$ cat src/hdl/mr_ram.sv
// ----------------------------------------------------------------------------
// mr_ram
// Generic single-write, single-read RAM with registered read data.
// ----------------------------------------------------------------------------
module mr_ram #(
  parameter int WIDTH = 48,
  parameter int DEPTH = 64
) (
  input  logic                     clk_i,
  input  logic                     we_i,
  input  logic [$clog2(DEPTH)-1:0] waddr_i,
  input  logic [WIDTH-1:0]         wdata_i,
  input  logic                     re_i,
  input  logic [$clog2(DEPTH)-1:0] raddr_i,
  output logic [WIDTH-1:0]         rdata_o
);

  logic [WIDTH-1:0] mem_q [DEPTH];

  always_ff @(posedge clk_i) begin
    if (we_i) begin
      mem_q[waddr_i] <= wdata_i;
    end
    if (re_i) begin
      rdata_o <= mem_q[raddr_i];
    end
  end

endmodule

$ cat config.mk
export PLATFORM = sky130hd
export DESIGN_NAME = mr_ram
export DESIGN_NICKNAME = d
export VERILOG_FILES = /design/src/hdl/mr_ram.sv
export SDC_FILE = /design/constraint.sdc
export NUM_CORES = 2
export LEC_CHECK = 0
export BUFFER_PORTS_ARGS = -buffer_cell sky130_fd_sc_hd__buf_2
export CORE_ASPECT_RATIO = 0.8
export CORE_MARGIN = 1
export CORE_UTILIZATION = 45
export CTS_BUF_LIST = sky130_fd_sc_hd__clkbuf_4 sky130_fd_sc_hd__clkbuf_8
export DETAILED_ROUTE_END_ITERATION = 12
export SYNTH_ARGS = -nofsm -noshare
export SYNTH_HDL_FRONTEND = slang
export SYNTH_SLANG_ARGS = --single-unit
$ cat constraint.sdc
create_clock -name clk_i -period 10.2 [get_ports clk_i]
set_clock_uncertainty 0.05 [all_clocks]
set_input_delay 1.53 -clock clk_i [delete_from_list [all_inputs] [get_ports clk_i]]
set_output_delay 1.53 -clock clk_i [all_outputs]
set_load 0.01 [all_outputs]
# Word level (Yosys, flattened, before mapping)
# Memories as Yosys holds them, arrays and structs flattened. A register that Yosys moved wholly into a read port is not among the register bits.
# Index checks and enable logic that the tools add are counted.
# Widths: inputs -> output; s select.
[totals] mem_count=1 word_cells=3 ram_bits=3072 regBits=0 out_inout_bits=48
[classes] mux=2
[memory_table] name="mem_q" depth=64 width=48 rd=1 rd_clocked_by_memory_dff=1 write_ports=1 line="18" source="logic [WIDTH-1:0] mem_q [DEPTH];"
[op_table] operator="$mux 1" count=2

# Longest topological paths before layout
[depth] word_depth=2 depth_mapped=9 depth_no_buf=5

# Least setup slack after synthesis
# No wires, ideal clock.
[synth_timing] path_kind="input -> register" startpoint="input port waddr_i[3]" endpoint="memory mem_q[48][0], enable pin" n_path_buf=1 t_required_ns=9.637 path_stages=4 arrival_time_ns=5.302 slack_ns=4.335 cell_sequence="clkbuf_1 -> nor2b_1 -> nand4b_1 -> nor3_1"
[synth_lines] element="from (decl)" line="11" source="input logic [$clog2(DEPTH)-1:0] waddr_i,"
[synth_lines] element="to (decl)" line="18"
# Straight into the memory's write port.

==> qor.yml <==
r2r_setup_slack_ns: 7.79
wl_per_cell_um: 35.4
track_usage_pct: 24.9
ys.flop_type: "edfxtp_1"
ir_drop_uv: 116
cp_max_fo: 61
grt-ovfl-total: 0
syn-num-nets: 5033
post_cts.repair.setup_buffers: 0
finalHoldViolCount: 0
cap_violations: 0
num_vias: 57900
cts_tree: "done"
seq_area_frac_synth_pct: 79.7
tightest_slew_ns: 1.35
reg2reg_depth: 5
synth_seq_cells: 3120
grt_max_degree: 113
drt_iter0_drc: 7816
fp.dieH_um: 459
setup_tns_ns: 0
gp_congestion: 0.780
cts_max_level: 5
hp-start: "mem_q[58][36]"
antenna_found_initial: 30
io_pins: 111
drcViolationCount: 0
cts_buffer_depth: 4
drive_above_1_share_pct: 31.5
start_util_pct: 45.4
finalCritPeriodShare_pct: 45.0
end_kind: "register"
power.leakage_nw: 40.7
first_pass_iters: 6
fmax_mhz: 218
multi_input_area_sq_um: 23000
post_cts_resized: 0
nNetsFinal: 5482
cts_hold_buf: 0
fp-row-count: 167
fillers: 20300
grt_setup_unrepaired: "false"
setup_violations: 0
synth-edff-count: 3120
wirelength_um: 328000
power_density_nw_per_um2: 194
crit_type: "in2reg"
viasPerCell: 6.25
numClockSinks: 3120
die_x_um: 574
grt_pass1_wl_um: 456000
ys_async_sr_fraction_pct: 0
min_to: "rdata_o[36]"
root_buffer: "clkbuf_8"
ant_nets: 0
r2r_end: "rdata_o[24]"
syn_inst: 4970
cts_buffers: 474
synth.distinct_cells: 35
worst_slew_margin_rel_pct: 9.69
critPathMaxStageDelay_ns: 0.91
crit_slowest_cell: "buf_4"
critPathArrivalTime_ns: 5.24
power_mw: 25.5
start_kind: "input pin"
insertion_delay_ns: 1.04
grt_pass1_vias: 58100
hold_depth: 4
final-seq-area_sq_um: 93700
status: "complete, no violations"
synth_area_sq_um: 118000
coreArea_sq_um: 259000
place.port_buffers: 110
clkTransAtPathRegs_ns: 0.06
dp_hpwl_um: 170000
ys_warn_count: 0
syn_area_per_cell_sq_um: 23.7
slew_viol_final: 0
syn_to_final_growth_pct: 12.1
crit_chain: "buf_8 > buf_4 > buf_4 > mux4_2 > mux2i_1 > a21oi_1 > a21oi_1 > a221oi_1"
required_ns: 10.85
die-area_sq_um: 263000
worstHoldPathType: "reg2reg"
fin_crit_ns: 4.59
timing.rr.start: "mem_q[52][24]"
-- critical path: cells and delay by family --
kind / cells / cell delay [ns]
buffers and inverters: 3 / 2.18
multiplexers: 2 / 0.57
AO/OA/AOI/OAI: 3 / 0.72
-- logic make-up after synthesis --
logic type	count (synthesis)	synth area share, %
AO/OA/AOI/OAI	486	3.01
buffers and inverters	282	1.27
flip-flops	3120	79.7
multiplexers	829	15.1
AND/OR/NAND/NOR	253	0.953
-- final cells by class --
cell class	count	area share, %
sequential	3120	71.1
multi-input combinational	1568	17.4
clock inverter	216	0.954
tap	3464	3.29
antenna	7	0.0133
clock buffer	635	5.90
timing repair buffer	255	1.35
-- power breakdown --
group,internal (mW),switching (mW)
registers,14.2,0.0494
logic,0.427,0.780
clock network,5.22,4.80
-- per-stage QoR --
stage,cell area [sq um],setup WS [ns],std cells,hold WS (ns),utilization [%]
finish,132000,5.61,9265,0.877,50.8
CTS,132000,5.78,9258,0.871,50.8
detailed placement,123000,4.67,8407,0.863,47.3
floorplan,118000,4.34,4970,0.737,-
global route,132000,5.60,9262,0.895,50.8
global placement,123000,4.70,8407,0.880,47.3
-- Yosys cell counts, types with 4 or more instances --
cell type,n,area (sq um)
edfxtp_1,3120,93700
mux4_2,754,17000
nor2_1,132,495
o22ai_1,122,763
buf_2,98,490
clkbuf_1,98,368
a221oi_1,83,727
a21oi_1,74,370
a22oi_1,72,541
mux2i_1,63,631
buf_4,62,465
a22o_1,57,499
nand2_1,55,206
a211oi_1,32,240
o221ai_1,28,245
nor2b_1,24,150
buf_1,12,45.0
mux2_2,12,135
a311oi_1,11,96.3
buf_6,11,124
nand2b_1,10,62.6
nand3_1,7,35.0
a31o_2,5,43.8
nand3b_1,5,37.5
or3b_2,4,35.0
-- layer usage --
| layer | vias to the layer above | part of all wire, % | global-route usage [%] |
|---|---|---|---|
| li1 | 22500 | - | - |
| met2 | 3107 | 46 | 37.8 |
| met1 | 31700 | 41 | 36.6 |
| met4 | 24 | 2.8 | 7.58 |
| met3 | 510 | 9.8 | 4.97 |
| met5 | - | 0.044 | 0 |
-- how the worst max path moves through the flow --
stage | endpoint | cells past startpoint | start | slack, ns
after floorplan | mem_q[48][0] | 4 | waddr_i[3] | 4.34
after global placement | rdata_o[46] | 8 | raddr_i[1] | 4.70
after global routing | rdata_o[27] | 7 | raddr_i[2] | 5.60
final | rdata_o[46] | 8 | raddr_i[1] | 5.61
after CTS | rdata_o[31] | 7 | raddr_i[2] | 5.78
after detailed placement | rdata_o[31] | 7 | raddr_i[2] | 4.67
-- state kept, by name (all words and copies together) (netlist names) --
name     flops
mem_q     3072
rdata_o     48
-- cell usage in the layout, fill, tap and decap left out, types with 2 or more instances in the layout --
cell type   synthesis  layout
a211oi_1           32      32
mux4_2            754     754
clkbuf_4            0     153
mux2i_1            63      63
clkbuf_8            0     482
buf_8               0       2
edfxtp_1         3120    3120
inv_8               0       6
nand2b_2            0       3
mux2_2             12      12
clkinvlp_4          0       8
clkinv_1            0     137
a22oi_1            72      72
nand2b_1           10       7
a21oi_1            74      74
a31o_2              5       5
and2_1              3       2
a311oi_1           11      11
nand4_1             2       2
buf_2              98     106
or3_1               3       3
a22o_1             57      57
o221ai_1           28      28
diode_2             0       7
nor2b_4             0       3
buf_12              0       9
nor2_4              0      64
nor3_2              0       2
bufinv_16           0      11
clkinv_2            0      52
nor2b_1            24      20
or2_2               3       3
nand3_1             7       6
o22ai_1           122     122
nor2_1            132      68
nand3b_1            5       5
buf_4              62     138
nand2_1            55      53
or3b_2              4       4
a221oi_1           83      83
No activity file was read; power rests on OpenSTA's default activity.
