[config.mk]
export PLATFORM = sky130hd
export DESIGN_NAME = mr_score
export DESIGN_NICKNAME = d
export VERILOG_FILES = /design/src/hdl/mr_pkg.sv /design/src/hdl/mr_score.sv
export SDC_FILE = /design/constraint.sdc
export NUM_CORES = 2
export LEC_CHECK = 0
export BUFFER_PORTS_ARGS = -buffer_cell sky130_fd_sc_hd__buf_2
export CORE_MARGIN = 2
export CORE_UTILIZATION = 45
export CTS_CLUSTER_SIZE = 8
export DETAILED_ROUTE_END_ITERATION = 8
export HOLD_SLACK_MARGIN = 0.15
export PLACE_DENSITY = 0.61
export RECOVER_POWER = 50
export SETUP_SLACK_MARGIN = 0.02
export SLEW_MARGIN = 0
export SYNTH_ARGS = -nofsm -noshare
export SYNTH_HDL_FRONTEND = slang
export SYNTH_SLANG_ARGS = --single-unit
[constraint.sdc]
create_clock -name clk_i -period 9.3 [get_ports clk_i]
set_input_delay 1.395 -clock clk_i [delete_from_list [all_inputs] [get_ports clk_i]]
set_output_delay 1.395 -clock clk_i [all_outputs]
set_load 0.02 [all_outputs]
[src/hdl/mr_pkg.sv]
// ----------------------------------------------------------------------------
// mr_pkg
// Shared types and codes for the free-rectangle placement block.
// ----------------------------------------------------------------------------
package mr_pkg;

  localparam int COORD_BITS = 12;

  typedef struct packed {
    logic                  mode;
    logic [COORD_BITS-1:0] item_width;
    logic [COORD_BITS-1:0] item_height;
    logic [7:0]            type_tag;
  } item_t;

  typedef struct packed {
    logic [1:0]            status;
    logic [COORD_BITS-1:0] pos_x;
    logic [COORD_BITS-1:0] pos_y;
    logic                  rotated;
    logic [7:0]            tag_out;
  } result_t;

  localparam logic [1:0] STAT_PLACED  = 2'd0;
  localparam logic [1:0] STAT_NOFIT   = 2'd1;
  localparam logic [1:0] STAT_OVF     = 2'd2;
  localparam logic [1:0] STAT_CLEARED = 2'd3;

  localparam logic [1:0] FIT_SHORT    = 2'd0;
  localparam logic [1:0] FIT_BL       = 2'd1;
  localparam logic [1:0] FIT_AREA     = 2'd2;
  localparam logic [1:0] FIT_LONG     = 2'd3;

  localparam logic [1:0] REG_BIN_W    = 2'd0;
  localparam logic [1:0] REG_BIN_H    = 2'd1;
  localparam logic [1:0] REG_ROT      = 2'd2;
  localparam logic [1:0] REG_FIT      = 2'd3;

  localparam int CFG_BITS = COORD_BITS;

  typedef enum logic [2:0] {
    ST_INIT, ST_IDLE, ST_SCAN, ST_SPLIT_RD, ST_SPLIT_PC, ST_SEL_RUN, ST_SEL_END, ST_FIN
  } state_e;

endpackage

[src/hdl/mr_score.sv]
// ----------------------------------------------------------------------------
// mr_score
// Fit test and score triple for one free rectangle and one item orientation.
// Products are registered; the triple is selected after the register.
// ----------------------------------------------------------------------------
module mr_score import mr_pkg::*; #(
  parameter int CB = 12
) (
  input  logic            clk_i,
  input  logic            rst_ni,
  input  logic            vld_i,
  input  logic [4*CB-1:0] box_i,
  input  logic            rot_i,
  input  logic [CB-1:0]   iw_i,
  input  logic [CB-1:0]   ih_i,
  input  logic [CB-1:0]   bin_w_i,
  input  logic [1:0]      fit_rule_i,
  output logic            vld_o,
  output logic            fit_o,
  output logic            rot_o,
  output logic [CB-1:0]   x_o,
  output logic [CB-1:0]   y_o,
  output logic [CB-1:0]   w_o,
  output logic [CB-1:0]   h_o,
  output logic [2*CB-1:0] a_o,
  output logic [CB-1:0]   b_o,
  output logic [2*CB-1:0] c_o
);

  typedef struct packed {
    logic [CB-1:0] x, y, w, h;
  } box_t;

  box_t            f;
  logic [CB-1:0]   w, h, dw, dh;
  logic [CB-1:0]   dw_q, dh_q;
  logic [2*CB-1:0] ff_q, wh_q, pos_q, dd_q;
  logic [CB:0]     yh_q;
  logic [CB-1:0]   lo, hi;

  assign f  = box_t'(box_i);
  assign w  = rot_i ? ih_i : iw_i;
  assign h  = rot_i ? iw_i : ih_i;
  assign dw = f.w - w;
  assign dh = f.h - h;

  always_ff @(posedge clk_i or negedge rst_ni) begin
    if (!rst_ni) begin
      vld_o <= 1'b0;
    end else begin
      vld_o <= vld_i;
    end
  end

  always_ff @(posedge clk_i) begin
    if (vld_i) begin
      fit_o <= (w <= f.w) && (h <= f.h);
      rot_o <= rot_i;
      x_o   <= f.x;
      y_o   <= f.y;
      w_o   <= w;
      h_o   <= h;
      dw_q  <= dw;
      dh_q  <= dh;
      ff_q  <= f.w * f.h;
      wh_q  <= w * h;
      pos_q <= f.y * bin_w_i + (2*CB)'(f.x);
      dd_q  <= dw * dh;
      yh_q  <= (CB+1)'(f.y) + (CB+1)'(h);
    end
  end

  assign lo = (dw_q < dh_q) ? dw_q : dh_q;
  assign hi = (dw_q < dh_q) ? dh_q : dw_q;

  always_comb begin
    unique case (fit_rule_i)
      FIT_SHORT: begin
        a_o = (2*CB)'(lo); b_o = hi; c_o = pos_q;
      end
      FIT_BL: begin
        a_o = (2*CB)'(yh_q); b_o = x_o; c_o = dd_q;
      end
      FIT_AREA: begin
        a_o = ff_q - wh_q; b_o = lo; c_o = pos_q;
      end
      default: begin
        a_o = (2*CB)'(hi); b_o = lo; c_o = pos_q;
      end
    endcase
  end

endmodule

After elaboration in Yosys (flattened, before gate mapping)
Index checks and enable logic that the tools add are counted.
Cells by class
  add/sub/neg operators: 5
  multiply operators: 4
  $lt $le $gt $ge: 3
  eq/ne operators: 2
  multiplexer cells: 7
  reductions and logical operators: 2
Operators with widths (count)
  multiplier 12 x 12 -> 24 bit: 4
  one-hot mux 24 bit (3 select lines): 1
  two-way mux 12 bit: 4
  adder 24 x 12 -> 24 bit: 1
  <= comparator 12 bit: 2
  two-way mux 24 bit: 1
  one-hot mux 12 bit (2 select lines): 1
  subtractor 12 bit: 2
  subtractor 24 bit: 1
  adder 12 x 12 -> 13 bit: 1
  < comparator 12 bit: 1
  equality test 2 x 1 -> 1 bit, second input constant: 1
  equality test 2 bit, second input constant: 1
  logical NOT 2 bit: 1
  logical AND 1 bit: 1
Storage, ports and cells
  register bits: 184
  input port bits: 90
  output and inout bits: 111
  word-level logic and storage cells: 37

Longest topological paths before layout
  depth in word-level cells: 3
  depth in mapped cells: 32
  mapped depth without buffers: 30

Worst setup path before layout
OpenSTA, ideal clock, no wires.
  path type: in2reg
  from: in rot_i
  to: reg dd_q[23] (data pin)
  setup time: 0.265 ns
  data arrival time: 8.877 ns
  data required time: 9.035 ns
  setup slack: 0.159 ns
  stages on the path: 31
  path buffers: 2
  path through: clkbuf_1 buf_1 mux2i_1 clkinv_1 fa_1 nor2b_1 o21a_1 o21ai_0 a21boi_0 o21ai_0 a21oi_1 xnor2_1 inv_1 nand2_1 fa_1 fa_1 inv_1 fa_1 fa_1 inv_1 fa_1 inv_1 ha_1 o21ai_0 o21ai_0 o221ai_1 o2111ai_1 a41oi_1 or3b_2 nand2_1 a22oi_1
On the way
  word-level cells in the longest chain between the ends: 3
  elaborated cells on any way between the ends: 5
  classes of those cells: 2 x add/sub; 1 x mul; 2 x mux
Ends and longest elaborated chain
  from (decl): line mr_score.sv:13  | input logic rot_i,
  two-way mux 12 bit: line mr_score.sv:43  | assign h = rot_i ? iw_i : ih_i;
  net h[1]: line mr_score.sv:35  | logic [CB-1:0] w, h, dw, dh;
  subtractor 12 bit: line mr_score.sv:45  | assign dh = f.h - h;
  net dh[10]: line mr_score.sv:35
  multiplier 12 x 12 -> 24 bit: line mr_score.sv:68  | dd_q <= dw * dh;
  to (signal assigned): line mr_score.sv:68
  to (decl): line mr_score.sv:37  | logic [2*CB-1:0] ff_q, wh_q, pos_q, dd_q;
The timed path passes the listed nets, and every way through them passes these cells.
A chain may end at the register's enable or synchronous reset.

Worst setup path after layout
  from: in rot_i
  to: reg dd_q[23] (data pin)
On the way
  word-level cells in the longest chain between the ends: 3
  elaborated cells on any way between the ends: 5
  classes of those cells: 2 x add/sub; 1 x mul; 2 x mux
Ends and longest elaborated chain
  two-way mux 12 bit: line mr_score.sv:42  | assign w = rot_i ? ih_i : iw_i;
  subtractor 12 bit: line mr_score.sv:44  | assign dw = f.w - w;
  net dw[6]: line mr_score.sv:35
  multiplier 12 x 12 -> 24 bit: line mr_score.sv:68
The timed path passes the listed nets, and every way through them passes these cells.

==> impl_results.rst <==
.. list-table::
   :header-rows: 1

   * - Metric
     - Value
   * - Post-CTS Repair Setup Buffers
     - 0
   * - Number of enable flip-flop cells after synthesis
     - 183
   * - Hold buffers post-CTS
     - 0
   * - Num Clock Sinks
     - between 150 and 200
   * - Endpoint arrival time on the critical path
     - just over 9 ns
   * - Vias in the first global route
     - about 24,000
   * - Avg Inst Size Synth
     - between 9 and 10 um^2
   * - Sequential cell area
     - roughly 0.0055 mm^2
   * - Flops & latches, synth
     - approximately 180
   * - Die width
     - approximately 260 um
   * - Slew at the pin with the worst max-slew slack
     - roughly 6.0 ns
   * - Core region area
     - 0.06320 mm^2
   * - Async set-or-reset flop fraction in the synthesized netlist
     - 0.5435%
   * - Total of endpoints with negative setup slack in the final report
     - 0
   * - Fill cells
     - between 5,000 and 6,000
   * - Ratio of routed vias to standard cells
     - between 5 and 6
   * - Vias after detailed routing
     - around 22,000
   * - Worst hold slack
     - a little under 0.7 ns
   * - Yosys warnings
     - 0
   * - Fraction of the yosys area taken by sequential cells
     - approximately a fifth
   * - Most heavily used metal layer in global routing
     - met2
   * - CTS clk-pin slew, worst paths
     - approximately 0.08 ns
   * - Syn Inst Count
     - ~3,100
   * - Area enclosed by the die boundary
     - between 0.06 and 0.07 mm^2
   * - Setup repair after global routing missed its margin
     - no
   * - Global-route wire length before repair
     - roughly 130,000 um
   * - Most common library cell in the layout ignoring fill and taps
     - inv_1
   * - Pin count of the biggest net entering global routing
     - 100
   * - Category of the critical setup timing path
     - in2reg
   * - Nature of the critical path startpoint
     - input pin
   * - Number of nets still failing antenna checks after routing
     - 0
   * - TritonCTS clock tree
     - built
   * - IO Port Bufs
     - 200
   * - Endpoint required time on the critical path
     - roughly 9.5 ns
   * - Routed wire length
     - 82,200 um
   * - Post-synthesis to final-layout area growth
     - 8.742%
   * - Post-route fraction of the period consumed by the critical path
     - roughly 95%
   * - Unique cell type count in the Yosys netlist
     - just under 80
   * - Antenna violations before repair
     - 5
   * - Count of boundary I/O pins
     - ~200
   * - Max-capacitance violation count
     - 2
   * - Residual DRC
     - 0
   * - Critical path fanouts, max
     - 8
   * - Tightest slew margin relative to the limit
     - -297.8%
   * - Number of detailed-route iterations in the first pass
     - 6
   * - Share of layout cells above drive strength 1
     - under 10%
   * - Max Freq
     - roughly 110 MHz
   * - H-tree depth
     - 4
   * - Commonest cells after routing, fill and taps aside
     - 591 x inv_1, 426 x nand2_1, 415 x fa_1
   * - Most frequent cell on the critical path
     - fa_1
   * - Number of hold violations in the final report
     - 0
   * - Run status
     - complete, but fails checks
   * - Setup_tns
     - 0 ns
   * - Initial core utilization
     - between 40% and 50%
   * - Final-report max-slew violation count
     - around 130
   * - Fraction of met2 tracks used by global routing
     - between 40 and 50%
   * - Die Ht
     - between 200 and 300 um
   * - Min cycle time layout
     - between 8 and 9 ns
   * - Syn_nets
     - a little under 4,000
   * - DP HPWL
     - roughly 67,000 um
   * - Number of nets at the end of the flow
     - roughly 4,100
   * - Clock tree root driver cell
     - clkbuf_16
   * - GRT overflow
     - 0
   * - Number of rows in the core area
     - a little over 90
   * - Failing checks
     - capacitance limit, slew limit
   * - Post-CTS resize count
     - 0
   * - Mapped cell area
     - 0.02877 mm^2
   * - Slowest CP cell
     - fa_1
   * - Starting DRT DRC Count
     - 1,494
   * - Clock Path Buffers
     - 2
   * - Per-cell routed wire length
     - about 20 um
   * - Met1 global-route usage
     - 32.59%
   * - Class of the worst hold path
     - in2async
   * - CTS buffer count
     - 17
   * - Max stage delay on crit path
     - between 0.5 and 0.6 ns
   * - Total global routing track utilization
     - 25.59%
   * - Type of element capturing the critical path
     - register
   * - Ys flop type
     - edfxtp_1
   * - Multi-input gate area
     - between 0.02 and 0.025 mm^2
   * - Final weighted congestion in routability-driven placement
     - 0.9594
   * - Global-route track usage on met3
     - 3.351%
## synth_stat cells, drive strengths merged, types with 6 or more instances
library cell,count,share of area (%)
mux2i,30,1.0
a2bb2oi,7,0.21
inv,592,7.7
clkinv,22,0.29
and3,10,0.22
nand3,31,0.54
a31oi,6,0.13
a211o,12,0.37
a22oi,6,0.16
nor2,189,2.5
o21a,22,0.57
a21o,42,1.1
nand4,10,0.22
buf,13,0.19
a21oi,109,1.9
fa,415,29
nor2b,26,0.57
o21ai,67,1.2
nand2b,25,0.54
edfxtp,183,19
o21bai,17,0.44
xor2,28,0.85
and2,102,2.2
or2,12,0.26
ha,325,14
a31o,6,0.18
or3,13,0.28
o221ai,9,0.27
nor3,38,0.68
o211ai,10,0.26
a211oi,16,0.43
a21boi,6,0.16
nand2,426,5.6
o31ai,8,0.21
xnor2,89,2.7
mux2,26,1.0
clkbuf,84,1.1
## stage by stage
stage | utilization, % | std cells | instance area, um^2 | worst slack (ns)
3_5_place_dp | 48.82 | 4086 | 30850 | 0.1274
4_1_cts | 49.76 | 4118 | 31450 | 0.6671
5_1_grt | 49.50 | 4119 | 31280 | 0.07346
6_report | 49.50 | 4120 | 31280 | 0.4723
3_3_place_gp | 48.82 | 4086 | 30850 | 0.3825
2_1_floorplan | - | 3086 | 28770 | 0.1586
## cell families (layout without fill, tap and decap cells)
logic type,Yosys count,in the layout,synth area share (%)
mux,57,57,2.140
xor+xnor,117,117,3.562
other cells,0,2,0
flops,184,184,19.19
buf+inv,711,897,9.303
fa+ha+maj,740,740,43.01
simple gates,893,893,13.84
compound gates,384,384,8.955
## worst max path at each step
| stage | cells past startpoint | startpoint | endpoint |
|---|---|---|---|
| 3_3_place_gp | 28 | rot_i | dd_q[23] |
| 5_1_grt | 29 | rot_i | dd_q[23] |
| 4_1_cts | 28 | rot_i | dd_q[23] |
| 6_report | 29 | rot_i | dd_q[23] |
| 3_5_place_dp | 28 | rot_i | dd_q[23] |
| 2_1_floorplan | 31 | rot_i | dd_q[23] |
## layer usage
metal	wire length [um]	vias up
met3	4586	159
met5	49	-
met1	33740	11174
met4	3173	8
met2	40650	741
li1	-	10222
## worst max-delay path: cells and delay by family
family                   cells  cell delay, ns
buffers and inverters        6            1.12
AO/OA/AOI/OAI                9            1.72
multiplexers                 1            0.22
XOR/XNOR                     1            0.45
AND/OR/NAND/NOR              5            1.06
adder cells (fa/ha/maj)      7            3.06
## registers in the layout, summed over array words and instances (netlist names), 13 cells and up
signal	count
pos_q	24
yh_q	13
ff_q	24
wh_q	24
dd_q	24
## cell type report
cell class	instances	share of cell area (%)
Timing Repair Buffer	251	3.912
Clock buffer	17	1.360
Clock inverter	15	0.5399
Sequential cell	184	17.65
Multi-Input combinational cell	2191	65.78
Tap cell	846	3.384
Inverter	614	7.367
Antenna cell	2	0.01600
Power is not shown: default switching activity piles up to over one toggle a cycle in this logic, so the estimate is an artifact.
